### config.mk
export PLATFORM = sky130hd
export DESIGN_NAME = ap2d_div
export DESIGN_NICKNAME = d
export VERILOG_FILES = /design/src/ap2d_pkg.sv /design/src/ap2d_div.sv
export SDC_FILE = /design/constraint.sdc
export NUM_CORES = 1
export LEC_CHECK = 0
export BUFFER_PORTS_ARGS = -buffer_cell sky130_fd_sc_hd__buf_2
export CELL_PAD_IN_SITES_DETAIL_PLACEMENT = 0
export CELL_PAD_IN_SITES_GLOBAL_PLACEMENT = 1
export CORE_ASPECT_RATIO = 2
export CORE_MARGIN = 2
export CORE_UTILIZATION = 41
export DETAILED_ROUTE_END_ITERATION = 16
export HOLD_SLACK_MARGIN = 0.1
export MAX_ROUTING_LAYER = met4
export PLACE_DENSITY_LB_ADDON = 0.1
export SYNTH_ARGS = -nofsm -noshare
export SYNTH_HDL_FRONTEND = slang
export SYNTH_SLANG_ARGS = --single-unit
### constraint.sdc
create_clock -name clk -period 4.7 [get_ports clk]
set_clock_uncertainty 0.05 [all_clocks]
set_input_delay 1.41 -clock clk [delete_from_list [all_inputs] [get_ports clk]]
set_output_delay 1.41 -clock clk [all_outputs]
set_load 0.1 [all_outputs]
### src/ap2d_pkg.sv
// Shared types, widths and codes for the 2-D average pooling block.
// No dependencies; imported by the top level and the divider.
package ap2d_pkg;

  // Field and register widths fixed by the interface
  localparam int POS_W     = 6;
  localparam int CH_W      = 4;
  localparam int SAMPLE_W  = 16;
  localparam int CFG_W     = 7;
  localparam int CFG_IDX_W = 3;
  localparam int DIM_W     = 7;
  localparam int SMALL_W   = 5;

  // Datapath widths: window origin plus offset, kernel area, window sum
  localparam int COORD_W = 11;
  localparam int PROD_W  = 10;
  localparam int SUM_W   = 26;
  localparam int MAG_W   = 25;
  localparam int NUM_W   = 26;
  localparam int DEN_W   = 11;
  localparam int CNT_W   = 5;

  // Register indexes
  localparam logic [CFG_IDX_W-1:0] REG_IN_WIDTH  = 3'd0;
  localparam logic [CFG_IDX_W-1:0] REG_IN_HEIGHT = 3'd1;
  localparam logic [CFG_IDX_W-1:0] REG_CHANNELS  = 3'd2;
  localparam logic [CFG_IDX_W-1:0] REG_STRIDE_X  = 3'd3;
  localparam logic [CFG_IDX_W-1:0] REG_STRIDE_Y  = 3'd4;
  localparam logic [CFG_IDX_W-1:0] REG_KERNEL_W  = 3'd5;
  localparam logic [CFG_IDX_W-1:0] REG_KERNEL_H  = 3'd6;

  localparam logic MODE_STORE = 1'b0;
  localparam logic MODE_QUERY = 1'b1;

  localparam logic STATUS_OK    = 1'b0;
  localparam logic STATUS_RANGE = 1'b1;

  typedef enum logic [2:0] {
    ST_IDLE,
    ST_CHECK,
    ST_WALK,
    ST_TAIL,
    ST_LAUNCH,
    ST_DIV,
    ST_HOLD
  } state_t;

  // Clamp a register value to 1..hi
  function automatic logic [CFG_W-1:0] sat_cfg(input logic [CFG_W-1:0] v,
                                               input int unsigned hi);
    logic [CFG_W-1:0] r;
    if (v == '0) begin
      r = CFG_W'(1);
    end else if (32'(v) > hi) begin
      r = CFG_W'(hi);
    end else begin
      r = v;
    end
    return r;
  endfunction

endpackage

### src/ap2d_div.sv
// Rounding divider: (2|sum| + d) / 2d, one quotient bit per cycle, sign restored.
// Depends on ap2d_pkg.
module ap2d_div (
  input  logic                                clk,
  input  logic                                rst,
  input  logic                                start,
  input  logic signed [ap2d_pkg::SUM_W-1:0]   sum,
  input  logic [ap2d_pkg::PROD_W-1:0]         area,
  output logic                                done,
  output logic signed [ap2d_pkg::SAMPLE_W-1:0] avg
);
  import ap2d_pkg::*;

  logic                 busy;
  logic [CNT_W-1:0]     cnt;
  logic [NUM_W-1:0]     num_sh;
  logic [DEN_W-1:0]     rem;
  logic [DEN_W-1:0]     den;
  logic                 neg;

  logic [SUM_W-1:0]     abs_sum;
  logic [NUM_W-1:0]     num_init;
  logic [DEN_W:0]       rem_sh;
  logic                 ge;
  logic [DEN_W:0]       rem_sub;
  logic [SAMPLE_W-1:0]  q_mag;

  assign abs_sum  = sum[SUM_W-1] ? -sum : sum;
  assign num_init = NUM_W'({abs_sum[MAG_W-1:0], 1'b0}) + NUM_W'(area);

  assign rem_sh  = {rem, num_sh[NUM_W-1]};
  assign ge      = rem_sh >= {1'b0, den};
  assign rem_sub = rem_sh - {1'b0, den};

  assign q_mag = num_sh[SAMPLE_W-1:0];
  assign avg   = neg ? -q_mag : q_mag;

  always_ff @(posedge clk) begin
    if (rst) begin
      busy <= 1'b0;
      cnt  <= '0;
      done <= 1'b0;
    end else begin
      done <= 1'b0;
      if (start) begin
        busy <= 1'b1;
        cnt  <= CNT_W'(NUM_W);
      end else if (busy) begin
        cnt <= cnt - CNT_W'(1);
        if (cnt == CNT_W'(1)) begin
          busy <= 1'b0;
          done <= 1'b1;
        end
      end
    end
  end

  // Quotient bits shift in behind the dividend
  always_ff @(posedge clk) begin
    if (start) begin
      num_sh <= num_init;
      rem    <= '0;
      den    <= {area, 1'b0};
      neg    <= sum[SUM_W-1];
    end else if (busy) begin
      rem    <= ge ? rem_sub[DEN_W-1:0] : rem_sh[DEN_W-1:0];
      num_sh <= {num_sh[NUM_W-2:0], ge};
    end
  end

  a_start_busy: assert property (@(posedge clk) disable iff (rst) start |=> busy)
    else $error("divider did not start");
  a_done_time: assert property (@(posedge clk) disable iff (rst)
    start |-> ##(NUM_W + 1) done)
    else $error("divider result late or early");
  a_done_idle: assert property (@(posedge clk) disable iff (rst) done |-> !busy)
    else $error("divider busy while reporting done");

endmodule

==> summary.txt <==
Critical path
  • Slowest-stage cell, CP: or3b_2
  • RR Startpoint: den[2]
  • Worst EP arrival: 3.11 ns
  • Worst Setup Path Type: reg2out
  • Crit path max fanout: 4
  • Reg2Reg Depth: 10
  • CP Capture Type: output port
  • Setup crit start: num_sh[2]
  • CP startpoint kind: flip-flop
  • Cells along the critical path: or3_1 -> or3b_2 -> or4_1 -> o41ai_1 -> xnor2_1 -> clkbuf_4
  • Critical Path RT: 3.24 ns
  • CP max stage delay: 0.53 ns

Global routing
  • Total Routing Usage GR: 20.98%
  • Grt total ovfl: 0
  • First-pass GRT wire length: 18.81 mm
  • Vias in the first global route: 3713
  • Largest net degree at the start of global routing: 40
  • Initial antenna violation count: 0

Layout
  • Layout area overhead: 16.79%
  • FF+latch area: 0.001471 sq mm
  • Utilization after layout: 49.18%
  • Layout cells sized above 1: 21.16%
  • Fin nets: 617
  • Fillers: 1092
  • Area of the multi-input gates: 0.002778 sq mm
  • Antenna cells: 0

Floorplanning
  • Die ar.: 0.01166 sq mm
  • Area of the core: 0.01048 sq mm
  • Cell Rows: 53
  • Die height: 150.7 um
  • Initial Util: between 40 and 50%
  • Chip width: 77.35 um
  • I/O pins: 56

Worst hold path
  • Hold path cells: 1
  • Hold wc startpoint: rem[10]
  • Worst hold path class: reg2reg

Detailed routing
  • Post-DRT Antenna Nets: 0
  • Drt pass-1 iters: 5
  • Post-Route WL: approximately 11 mm
  • Total number of vias: 3853
  • Drt first-iter violations: 139
  • Vias per cell: 5.584
  • Drt drc: 0
  • WL/cell: 16.65 um

Timing
  • Final Hold Vio Count: 0
  • Final min period: 4.574 ns
  • Fmax: 0.2186 GHz
  • # setup viols final: 0
  • Slew margin rel.: between 20% and 30%
  • Slew Viols, Final: 0
  • Final setup margin: 0.1258 ns
  • Hold Slack: 0.4254 ns
  • Final period util: 97.32%
  • Worst-Margin Slew: 1.113 ns
  • RSZ-0062 raised after global routing: false

Synthesis
  • Syn. warnings: 0
  • Avg Cell Area, Syn: 9.230 sq um
  • Post-synth top flop: edfxtp_1
  • Syn_nets: approximately 540
  • Sequential share of the synthesized area: 33.35%
  • Ys async rst share: 0%
  • Cells after Synth: 478
  • Synth Cell Area: 0.004412 sq mm
  • EDFF count, synth: 37
  • Register bit total from synthesis: 55
  • Unique cell type count in the Yosys netlist: 63

Pwr
  • PD cells: 333.0 mW/mm^2
  • Lkg Pwr: between 2 and 2.5 nW
  • Worst VDD drop: 283.3 uV

Place
  • Gpl congestion: 0.8677
  • DP Wirelength: 9.344 mm
  • Pre-CTS setup slack: -0.01987 ns
  • IO Port Bufs: 55

Clock tree
  • Clk root buf: clkbuf_16
  • Worst-Skew Late Latency: 0.30 ns
  • Clock transition at the registers of the reported paths: 0.08 ns
  • H-tree depth: 2
  • Max Root-Sink Buffers: 2
  • Sink Count: 55
  • Num CTS Buffers: 5
  • TritonCTS clock tree: built

Outcome
  • Outcome: finished clean

Flow run
  • Max-cap violations: 0
-- state kept, by name (all words and copies together) (netlist names) --
| name | flops |
|---|---|
| num_sh | 26 |
| rem | 11 |
| den | 10 |
| cnt | 5 |
| busy | 1 |
| done | 1 |
| neg | 1 |
-- what timing repair did --
action,4_1_cts,5_1_grt
setup buffers,0,0
endpoints found under the setup margin,0,2
hold buffers,0,0
resized for setup,0,2
-- cells in the mapped netlist, drive strengths merged (12+ instances only) --
library cell,instances,area [sq um]
ha,24,300.3
a21oi,22,110.1
nand2,39,146.4
nor3,20,100.1
inv,24,90.09
nor2,25,93.84
mux2,12,135.1
xnor2,51,446.7
o31ai,14,105.1
dfxtp,18,360.4
edfxtp,37,1111
clkbuf,12,45.04
nor2b,14,87.58
o21ai,32,160.2
-- cell type report --
cell class / instances / area share [%]
tap: 137 / 3.327
inverter: 24 / 1.748
clock inverter: 3 / 0.5100
timing repair buffer: 83 / 9.519
multi-input combinational: 383 / 53.91
clock buffer: 5 / 2.428
sequential: 55 / 28.56
-- worst paths after layout --
path | slack (ns) | endpoint
setup / recovery | 0.13 | avg[13]
hold / removal | 0.43 | rem[10]
setup reg to reg | 2.05 | rem[2]
hold reg to reg | 0.43 | rem[10]
-- layout by cell type (no fill, tap or decap), drive strengths merged, types with 4 or more instances in the layout --
master,netlist,final
nor4,7,7
nand2,39,39
mux2i,9,9
nor2,25,25
a21oi,22,22
o31ai,14,14
clkbuf,12,7
nand2b,6,6
nor2b,14,14
or4,8,8
nor3,20,20
a21o,9,9
edfxtp,37,37
o21ai,32,32
o31a,4,4
or3,4,4
nand4,5,5
xor2,5,5
dfxtp,18,18
ha,24,24
mux2,12,12
o41ai,9,9
buf,4,81
xnor2,51,51
o211ai,4,4
inv,24,27
a211oi,5,5
nand3,5,5
-- metal layers --
metal / vias to the layer above / track usage, % / wire length [um]
li1: 1945 / - / -
met1: 1833 / 21.98 / 4572
met2: 62 / 40.30 / 6377
met3: 13 / 1.559 / 217
met4: 0 / 7.857 / 321
met5: - / - / 0
-- cell families after synthesis --
group,synth area share (%)
DFF,33.35
and+or+nand+nor,18.58
AOI/OAI and AO/OA,20.45
xor gates and xnor gates,11.12
buffers and inverters,3.687
adders and majority gates,7.714
muxes,5.105
-- worst max-delay path: cells and delay by family (launching register included) --
family                    cells  cell delay, ns
xor gates and xnor gates      1            0.20
and+or+nand+nor               3            1.45
DFF                           1            0.46
AOI/OAI and AO/OA             1            0.33
buffers and inverters         1            0.37
-- through the flow --
step                      power, W  instance area, sq um  TNS [ns]  instances
final                     0.001716                  5152         0        690
after global placement    0.001331                  4996         0        682
after floorplan           0.001175                  4415         0        478
after global routing      0.001805                  5152         0        690
after CTS                 0.001730                  5147         0        690
after detailed placement  0.001338                  4996  -0.01987        682
-- power by group --
group | internal (W) | switching (W) | leakage (nW)
registers | 0.000581 | 0.0000473 | 0.519
logic | 0.000213 | 0.000484 | 1.41
clock network | 0.000204 | 0.000186 | 0.0752
(Power assumes the default switching activity.)
